**src/rtl/sab_ram.sv**
```systemverilog
`timescale 1ns / 1ps
// ----------------------------------------------------------------------------
// sab_ram
// Generic simple dual-port RAM with one write port and a registered read.
// ----------------------------------------------------------------------------
module sab_ram #(
	parameter int WIDTH = 8,
	parameter int DEPTH = 16
) (
	input  logic                     clk,
	input  logic                     we,
	input  logic [$clog2(DEPTH)-1:0] waddr,
	input  logic [WIDTH-1:0]         wdata,
	input  logic [$clog2(DEPTH)-1:0] raddr,
	output logic [WIDTH-1:0]         rdata
);

	logic [WIDTH-1:0] mem [DEPTH];

	// Write port and registered read port.
	always_ff @(posedge clk) begin
		if (we) begin
			mem[waddr] <= wdata;
		end
		rdata <= mem[raddr];
	end

endmodule

```
**config.mk**
```make
export PLATFORM = sky130hd
export DESIGN_NAME = sab_ram
export DESIGN_NICKNAME = d
export VERILOG_FILES = /design/src/rtl/sab_ram.sv
export SDC_FILE = /design/constraint.sdc
export NUM_CORES = 1
export LEC_CHECK = 0
export ABC_CLOCK_PERIOD_IN_PS = 2000
export BUFFER_PORTS_ARGS = -buffer_cell sky130_fd_sc_hd__buf_2
export CAP_MARGIN = 30
export CORE_MARGIN = 10
export CORE_UTILIZATION = 30
export CTS_BUF_LIST = sky130_fd_sc_hd__clkbuf_8
export CTS_CLUSTER_DIAMETER = 60
export DETAILED_ROUTE_END_ITERATION = 10
export PLACE_DENSITY = 0.53
export SYNTH_ARGS = -nofsm -noshare
export SYNTH_HDL_FRONTEND = slang
export SYNTH_SLANG_ARGS = --single-unit
export TNS_END_PERCENT = 20
```
**constraint.sdc**
```tcl
create_clock -name clk -period 2 [get_ports clk]
set_input_delay 0.4 -clock clk [delete_from_list [all_inputs] [get_ports clk]]
set_output_delay 0.4 -clock clk [all_outputs]
set_load 0.005 [all_outputs]
```
======== After elaboration in Yosys (flattened, before gate mapping) ========
Memories as Yosys holds them, arrays and structs flattened. A register that Yosys moved wholly into a read port is not among the register bits.
Cells that the tools add are included.
Widths: inputs -> output; s select.
operators by class
  mux-type cells .......................... 2
operators by type and width
  operator  count
  $mux 1    2
storage, ports and cells
  bits in registers ....................... 0
  memory bits (writable) .................. 128
  input bits .............................. 18
  output and inout port bits .............. 8
  word-level logic and storage cells ...... 3
  memories ................................ 1
memory list
  memory  words  bits a word  read ports  clocked after memory_dff  write ports  RTL line  source
  mem     16     8            1           1                         1            18        logic [WIDTH-1:0] mem [DEPTH];

======== Depth between registers and ports, before layout ========
Gate-level depths: netlist of the first run.
  depth in word-level cells ............... 2
  mapped depth ............................ 5
  mapped depth without buffers ............ 3

======== Least setup slack after synthesis of the first run ========
Ideal clock, no wire load.
  path kind ............................... input to register
  start ................................... input port waddr[2]
  end ..................................... memory mem[0][0], enable pin
  library setup time ...................... 383 ps
  data arrival time ....................... 1510 ps
  slack ................................... 107 ps
  cell stages on the path ................. 2
  path through ............................ or3b_2 -> nor3_1
RTL lines
  element      RTL line  source
  from (decl)  12        input logic [$clog2(DEPTH)-1:0] waddr,
  to (decl)    18
No word-level cell before the write port.

==> results of run 1 <==
cell usage in the layout, fill, tap and decap left out:
cell / Yosys / layout
edfxtp_1: 128 / 128
clkinv_1: 0 / 1
mux4_2: 18 / 18
dfxtp_1: 8 / 8
or3b_2: 1 / 1
nand3_1: 1 / 1
nor2b_1: 1 / 1
mux4_1: 14 / 14
nand2_1: 9 / 9
a22oi_1: 16 / 16
nor3_1: 4 / 4
clkinv_4: 0 / 1
clkinvlp_4: 0 / 4
buf_4: 1 / 19
and2b_1: 1 / 1
clkbuf_8: 0 / 17
buf_2: 3 / 25
bufinv_16: 0 / 1
buf_12: 0 / 3
and2_1: 1 / 1
clkinv_2: 0 / 8
nand2b_1: 2 / 2
nand3b_1: 2 / 2
nor2_1: 13 / 13
metal layers:
metal / vias up / routed length, um / global-route usage
met3: 11 / 497 / 0.0295
li1: 1085 / - / -
met2: 63 / 4790 / 0.143
met5: - / 0 / 0
met4: 0 / 102 / 0.0361
met1: 1285 / 5120 / 0.138
critical path, delay by kind of cell:
| kind | cells | cell delay (ns) |
|---|---|---|
| buf+inv | 2 | 0.35 |
| simple gates | 1 | 0.09 |
| mux | 1 | 0.56 |
| compound gates | 1 | 0.35 |
cell usage after synthesis:
master             n
edfxtp_1         128
buf_2              3
buf_4              1
a22oi_1           16
nor2b_1            1
nor2_1            13
nand2b_1           2
and2b_1            1
clkdlybuf4s25_2    3
mux4_1            14
nand2_1            9
nor3_1             4
and2_1             1
nand3_1            1
nand3b_1           2
buf_6              3
mux4_2            18
dfxtp_1            8
or3b_2             1
cell families after synthesis:
kind of cell,Yosys count,share of synthesized area
simple gates,35,0.0318
mux,32,0.150
flops,136,0.778
compound gates,16,0.0233
buf+inv,10,0.0168
worst paths after layout:
| kind | start | slack (ns) | endpoint |
|---|---|---|---|
| worst max-delay path | raddr[0] | 0.55 | rdata[2] |
| worst min-delay path | wdata[5] | 0.35 | mem[6][5] |
| worst max register to register | mem[1][2] | 0.56 | rdata[2] |
| worst min register to register | mem[14][0] | 0.68 | rdata[0] |
area by class of cell:
type | count | area [um^2]
flip-flops and latches | 136 | 4000
clock inverters | 15 | 113
clock buffers | 17 | 234
repair buffers | 47 | 328
multi-input cells | 83 | 1060
fillers | 1559 | 10700
well taps | 220 | 275
state kept, by name (all words and copies together) (netlist names):
name,flops
mem,128
rdata,8
power groups by stage:
stage,Combinational (mW),Clock (mW),Sequential [mW]
global route,0.338,2.16,3.21
floorplan,0.162,0,3.26
detailed placement,0.314,0,3.27
finish,0.306,1.97,3.20
global placement,0.306,0,3.26
CTS,0.314,2.03,3.20
==> reports/metrics.yaml, run 1 <==
floorplanning:
  die_x_um: 151
  core_area_um2: 16700
  row_count: 47
  io_pins: 26
  die_y_um: 151
  design.die.area_um2: 22800
  start_util: 0.308
place:
  io_buffer_count: 25
  place_ws_ns: 0.104
  dp_hpwl_um: 6910
  dp_cells: 486
  placed_area_um2: 5660
  globalplace.congestion: 0.724
yosys:
  syn-mean-instance-area_um2: 22.5
  synth_top_cell_area_share: 0.747
  synthCells: 229
  yosysTopAreaCell: "edfxtp_1"
  yosysWarnings: 0
  synthesis.area_um2: 5150
  syn_nets: 247
  synth_area_leaders: "edfxtp_1, mux4_2, mux4_1, dfxtp_1, a22oi_1"
  synthDistinctLibCells: 19
  ys_seq_area_frac: 0.778
  ys_ff_latch: 136
power_and_ir_drop:
  p_total_mw: 5.48
  pwr-share-comb: 0.056
  p_sw_frac: 0.220
  peakVddDrop_uv: 416
  p_seq_frac: 0.584
  clock_power_share: 0.360
  switching_power_mw: 1.20
  internal_power_mw: 4.27
  p_per_area_nw_per_um2: 911
  leakagePower_nw: 2.00
routing:
  drt_iter0_drc: 195
  drc_errors: 0
  first_pass_iters: 7
  vias_per_cell: 4.72
  routedWlPerCell_um: 20.3
  drt_wl_total_um: 10500
  ant_nets: 0
  vias: 2444
worst_setup_path:
  slowest_delay_ns: 0.56
  crit_fanout: 20
  r2r_cells: 3
  crit_chain: "buf_2, buf_12, mux4_1, a22oi_1, nand2_1"
  critPathArrivalTime_ns: 1.76
  critical_path_class: "in -> reg"
  start_kind: "input pin"
  endpoint_kind: "flop"
  cp_slowest_cell: "mux4_1"
  crit_required_ns: 2.31
clock_tree:
  cts_resized: 0
  cts-hold-fix-buffers: 0
  postCtsSetupRepairBufs: 0
  clkSinkCount: 136
  clock_latency_ns: 0.43
  cts_tree: "yes"
  clk_pin_slew_ns: 0.08
  clock_path_buffers: 2
  root_buffer: "clkbuf_8"
  cts_max_level: 4
  cts_inserted_buffers: 17
timing:
  fin_crit_sh: 0.727
  slew_viol_final: 0
  worst_slew_pin_slew_ns: 0.442
  max_freq_mhz: 688
  min_period_ns: 1.45
  hold_viol: 0
  rsz0062_at_grt: "no"
  whs_ns: 0.350
  maxSlewHeadroom: 0.705
  finalSetupTns_ns: 0
  finalClockSkew_ns: 0.00885
  finalWorstSetupSlack_ns: 0.547
  setup_viol_count_final: 0
layout:
  syn2layout_area_growth_pct: 16.8
  final_nets: 303
  antenna_cells: 0
  drive_above_1_share: 0.326
  fin_util: 0.360
  fin_cells: 518
  final_area_um2: 6010
outcome:
  status: "finished clean"
run:
  drv_cap: 0
grt:
  grt_start_max_net_pins: 21
  grt_pass1_vias: 2579
  grt_overflow: 0
  antenna_found_initial: 0
  grt_use_total: 0.0990
  grt_pass1_wl_um: 16300
min_path:
  hold_depth: 1
  hold_class: "in -> reg"
No activity file was read; power rests on OpenSTA's default activity.
==> run 2, diff against run 1 <==
- ABC_CLOCK_PERIOD_IN_PS: 2000 -> 1350
- PLACE_DENSITY: 0.53 -> 0.52
- clock period: 2 -> 1.35 ns (I/O delays scaled with it)
==> run 2 against run 1 <==
Wire length up 2.3%. Clock skew about the same. Hold slack worse by 0.14 ns. Register-to-register slack worse by 0.51 ns. Power up 55%. Combinational power up 62%. Clock power up 64%. Cell area up 3.9%. Clock-buffer cell count up 1. Via count up 1.6%. First-iteration DRC count down 5.1%.
==> reports/metrics.yaml, run 2 (same netlist as run 1, synthesis figures left out) <==
place:
  dp_cells: 498  # +2.5%
  dp_hpwl_um: 7130  # +3.1%
  globalplace.congestion: 0.757  # +4.5%
  io_buffer_count: 25  # unchanged
  placed_area_um2: 5830  # +2.9%
  place_ws_ns: -0.362  # -0.466 ns
outcome:
  status: "finished clean"
routing:
  drt_iter0_drc: 185  # -5.1%
  drt_wl_total_um: 10800  # +2.3%
  routedWlPerCell_um: 20.3  # -0.19%
  first_pass_iters: 4  # -3
  drc_errors: 0  # unchanged
  vias_per_cell: 4.67  # -0.93%
  ant_nets: 0  # unchanged
  vias: 2482  # +1.6%
clock_tree:
  cts_inserted_buffers: 17  # unchanged
  clk_pin_slew_ns: 0.08  # about the same
  postCtsSetupRepairBufs: 0  # unchanged
  root_buffer: "clkbuf_8"
  clock_latency_ns: 0.43  # about the same
  clkSinkCount: 136  # unchanged
  cts_max_level: 4  # unchanged
  cts_tree: "yes"
  clock_path_buffers: 2  # unchanged
layout:
  fin_cells: 531  # +2.5%
  final_area_um2: 6240  # +3.9%
  fin_util: 0.374  # +0.0140
  seq_area_um2: 4000  # unchanged
  final_nets: 315  # +4.0%
  fillers: 1532  # -1.7%
  layout_common_cells: "edfxtp_1, buf_4, buf_2, mux4_2, clkbuf_8"
  final_common_cell: "edfxtp_1"
  drive_above_1_share: 0.397  # +0.0713
  multi_input_area_um2: 1100  # +3.8%
  syn2layout_area_growth_pct: 21.3
  regMostFlops: "mem"
  reg.largest.list: "mem: 128 flops, rdata: 8 flops"
  largest_reg_flops: 128  # unchanged
grt:
  use_met1: 0.133  # -0.00437
  grt_start_max_net_pins: 17  # -19%
  grt_use_met2: 0.149  # +0.00615
  grt_pass1_vias: 2591  # +0.47%
  grt_overflow: 0  # unchanged
  grt_util_met3: 0.0364  # +0.00686
  antenna_found_initial: 1  # +1
  grt-busiest-layer: "met2"
  grt_pass1_wl_um: 16200  # about the same
  grt_use_total: 0.100  # +0.00121
worst_setup_path:
  r2r_cells: 3  # unchanged
  crit_required_ns: 1.67  # -0.64 ns
  crit_fanout: 1  # -95%
  endpoint_kind: "flop"
  critical_path_class: "reg -> reg"
  start_kind: "flop"
  critPathArrivalTime_ns: 1.61  # -0.15 ns
floorplanning:
  die_y_um: 151  # unchanged
  io_pins: 26  # unchanged
  die_x_um: 151  # unchanged
  row_count: 47  # unchanged
  design.die.area_um2: 22800  # unchanged
  start_util: 0.308  # unchanged
  core_area_um2: 16700  # unchanged
timing:
  maxSlewHeadroom: 0.341  # -0.364
  slew_viol_final: 0  # unchanged
  worst_slew_pin_slew_ns: 0.987  # +0.544 ns
  finalWorstSetupSlack_ns: 0.0520  # -0.495 ns
  finalClockSkew_ns: 0.00908  # +0.000227 ns
  rsz0062_at_grt: "no"
  hold_viol: 0  # unchanged
  finalSetupTns_ns: 0  # unchanged
  min_period_ns: 1.30
  whs_ns: 0.214  # -0.135 ns
  max_freq_mhz: 770
  fin_crit_sh: 0.961
  setup_viol_count_final: 0  # unchanged
power_and_ir_drop:
  leakagePower_nw: 2.09  # +4.4%
  peakVddDrop_uv: 555  # +33%
  p_per_area_nw_per_um2: 1360  # +49%
  p_total_mw: 8.47  # +55%
run:
  drv_cap: 0  # unchanged
min_path:
  hold_class: "in -> reg"
  hold_depth: 1  # unchanged
## run 2: cell count changes in the layout (fill, tap and decap cells not counted), sizes merged
cell      change
clkbuf        +1
inv           +2
diode         +1
clkinvlp      -1
buf          +12
clkinv        -3
bufinv        +1
## run 2: path summary, 6_finish.rpt
kind         startpoint   endpoint  slack [ns]
max           mem[9][7]   rdata[7]        0.05
max reg2reg   mem[9][7]   rdata[7]        0.05
min            wdata[4]  mem[7][4]        0.21
min reg2reg  mem[14][4]   rdata[4]        0.67
## run 2: where the power goes
part,switching (mW),total (mW),internal (mW)
clock network,1.53,3.23,1.70
registers,0.0282,4.74,4.71
logic,0.266,0.495,0.229
## run 2: timing repair
| item | CTS | global route |
|---|---|---|
| cloned | 0 | 0 |
| hold buffers | 0 | 0 |
| endpoints found under the setup margin | 2 | 5 |
| gates resized for setup | 2 | 6 |
| pin swaps | 0 | 1 |
## run 2: worst max-delay path: stages (launching register included)
cell and delay, ns:
edfxtp_1 0.38, mux4_2 0.45, a22oi_1 0.28, nand2_1 0.08
## run 2: layout make-up
cell class,instances,area share
flip-flops and latches,136,0.641
diodes,1,0.000401
repair buffers,59,0.0749
multi-input cells,83,0.176
clock buffers,18,0.0397
clock inverters,14,0.0240
well taps,220,0.0441
## run 2: per-layer routing
metal  wire length, um  vias up
met5                 0        -
met4                58        0
met3               737        4
met2              5010       76
met1              4950     1295
li1                  -     1107
==> run 3, diff against run 2 <==
--- a/config.mk
+++ b/config.mk
@@ -15,4 +15,5 @@
 export DETAILED_ROUTE_END_ITERATION = 10
 export PLACE_DENSITY = 0.52
+export SLEW_MARGIN = 20
 export SYNTH_ARGS = -nofsm -noshare
 export SYNTH_HDL_FRONTEND = slang
==> constraint.sdc (replaced) <==
create_clock -name clk -period 1.35 [get_ports clk]
set_input_delay 0.0675 -clock clk [delete_from_list [all_inputs] [get_ports clk]]
set_output_delay 0.0675 -clock clk [all_outputs]
set_load 0.005 [all_outputs]
==> run 3 against run 2 <==
Wire length is 5.2% lower. Combinational power down 4%. Largest cell class unchanged. First-iteration DRC count decreased by 7.0%. Clock-buffer cell count increased by 2. Cell count is 1.1% lower. Largest power group unchanged. Non-clock buffer count shrank 5.
==> reports/metrics.yaml, run 3 (same netlist as run 1, synthesis figures left out) <==
worst_setup_path:
  critical_path_class: "reg -> reg"
  endpoint_kind: "flop"
  slowest_delay_ns: 0.53  # +0.08 ns
  crit_chain: "mux4_1, a22oi_2, nand2_1"
  start_kind: "flop"
  cp_slowest_cell: "mux4_1"
  crit_fanout: 1  # unchanged
  critPathArrivalTime_ns: 1.61  # about the same
  crit_required_ns: 1.66  # about the same
  reg2reg_slack_ns: 0.05  # about the same
floorplanning:
  die_y_um: 151  # unchanged
  core_area_um2: 16700  # unchanged
  row_count: 47  # unchanged
  die_x_um: 151  # unchanged
  io_pins: 26  # unchanged
  start_util: 0.308  # unchanged
  design.die.area_um2: 22800  # unchanged
routing:
  ant_nets: 0  # unchanged
  drc_errors: 0  # unchanged
  vias_per_cell: 4.62  # -1.2%
  drt_iter0_drc: 172  # -7.0%
  vias: 2424  # -2.3%
  routedWlPerCell_um: 19.4  # -4.1%
  drt_wl_total_um: 10200  # -5.2%
  first_pass_iters: 4  # unchanged
timing:
  maxSlewHeadroom: 0.337  # -0.00362
  hold_viol: 0  # unchanged
  finalClockSkew_ns: 0.0100  # +0.000931 ns
  setup_viol_count_final: 0  # unchanged
  max_freq_mhz: 770  # about the same
  finalSetupTns_ns: 0  # unchanged
  min_period_ns: 1.30  # +0.00122 ns
  slew_viol_final: 0  # unchanged
  fin_crit_sh: 0.962  # about the same
  worst_slew_pin_slew_ns: 0.992  # +0.00542 ns
  rsz0062_at_grt: "yes"
layout:
  layout_common_cells: "edfxtp_1, buf_2, buf_4, mux4_2, clkbuf_8"
  drive_above_1_share: 0.342  # -0.0547
  final_common_cell: "edfxtp_1"
  fin_util: 0.365  # -0.00922
  final_nets: 310  # -1.6%
  final_area_um2: 6090  # -2.5%
  regMostFlops: "mem"
  reg.largest.list: "mem: 128 flops, rdata: 8 flops"
  syn2layout_area_growth_pct: 18.3
  largest_reg_flops: 128  # unchanged
clock_tree:
  clock_path_buffers: 2  # unchanged
  cts-hold-fix-buffers: 0  # unchanged
  clkSinkCount: 136  # unchanged
  cts_tree: "yes"
  cts_inserted_buffers: 17  # unchanged
  clock_latency_ns: 0.43  # about the same
  postCtsSetupRepairBufs: 0  # unchanged
  cts_max_level: 4  # unchanged
  clk_pin_slew_ns: 0.07  # about the same
  root_buffer: "clkbuf_8"
min_path:
  hold_class: "in -> reg"
place:
  placed_area_um2: 5730  # -1.7%
  io_buffer_count: 25  # unchanged
  dp_hpwl_um: 7000  # -1.8%
  globalplace.congestion: 0.715  # -5.5%
grt:
  grt_use_total: 0.0963  # -0.00384
  grt_start_max_net_pins: 24  # +7
  grt_pass1_wl_um: 16000  # -1.7%
  grt_pass1_vias: 2687  # +3.7%
  grt_overflow: 0  # unchanged
  antenna_found_initial: 1  # unchanged
power_and_ir_drop:
  peakVddDrop_uv: 523  # -5.7%
  p_per_area_nw_per_um2: 1330  # -1.8%
  leakagePower_nw: 2.06  # -1.4%
run:
  drv_cap: 0  # unchanged
outcome:
  status: "finished clean"
[run 3: final timing paths]
kind / startpoint / cells after the start / endpoint
min reg2reg: mem[11][3] / 3 / rdata[3]
max reg2reg: mem[1][0] / 3 / rdata[0]
max: mem[1][0] / 3 / rdata[0]
min: wdata[6] / 1 / mem[12][6]
[run 3: final cells by class]
type	count	area [um^2]
Sequential cell	136	4000
Fill cell	1582	10600
Multi-Input combinational cell	83	1070
Timing Repair Buffer	54	393
Antenna cell	1	2.50
Clock inverter	11	70.1
Tap cell	220	275
Clock buffer	20	275
[run 3: through the flow]
step	worst slack (ns)	std cells	hold slack [ns]	total power [mW]
3_3_place_gp	-0.176	493	0.457	5.31
2_1_floorplan	0.0164	229	0.166	5.07
3_5_place_dp	-0.164	493	0.461	5.32
4_1_cts	-0.00329	524	0.000864	8.21
6_report	0.0508	525	0.0263	8.11
5_1_grt	-0.0281	524	0.00362	8.44
[run 3: metal layers]
metal	track usage	up-vias	routed length [um]
met5	0	-	0
met4	0.0318	0	59
met3	0.0358	6	524
met2	0.144	51	4900
met1	0.127	1275	4720
li1	-	1092	-
[run 3: repair_timing]
item | CTS | global route
pin swaps | 0 | 2
gates resized for setup | 4 | 3
endpoints found under the setup margin | 4 | 7
[run 3: worst max-delay path: cells and delay by family, from the launching register on]
kind	cells	cell delay (ns)
flops	1	0.37
simple gates	1	0.08
mux	1	0.53
compound gates	1	0.22
[run 3: power breakdown]
group | internal [mW] | leakage [nW] | switching [mW]
Sequential | 4.72 | 1.22 | 0.0290
Clock | 1.53 | 0.205 | 1.35
Combinational | 0.220 | 0.628 | 0.256
Total | 6.47 | 2.06 | 1.64
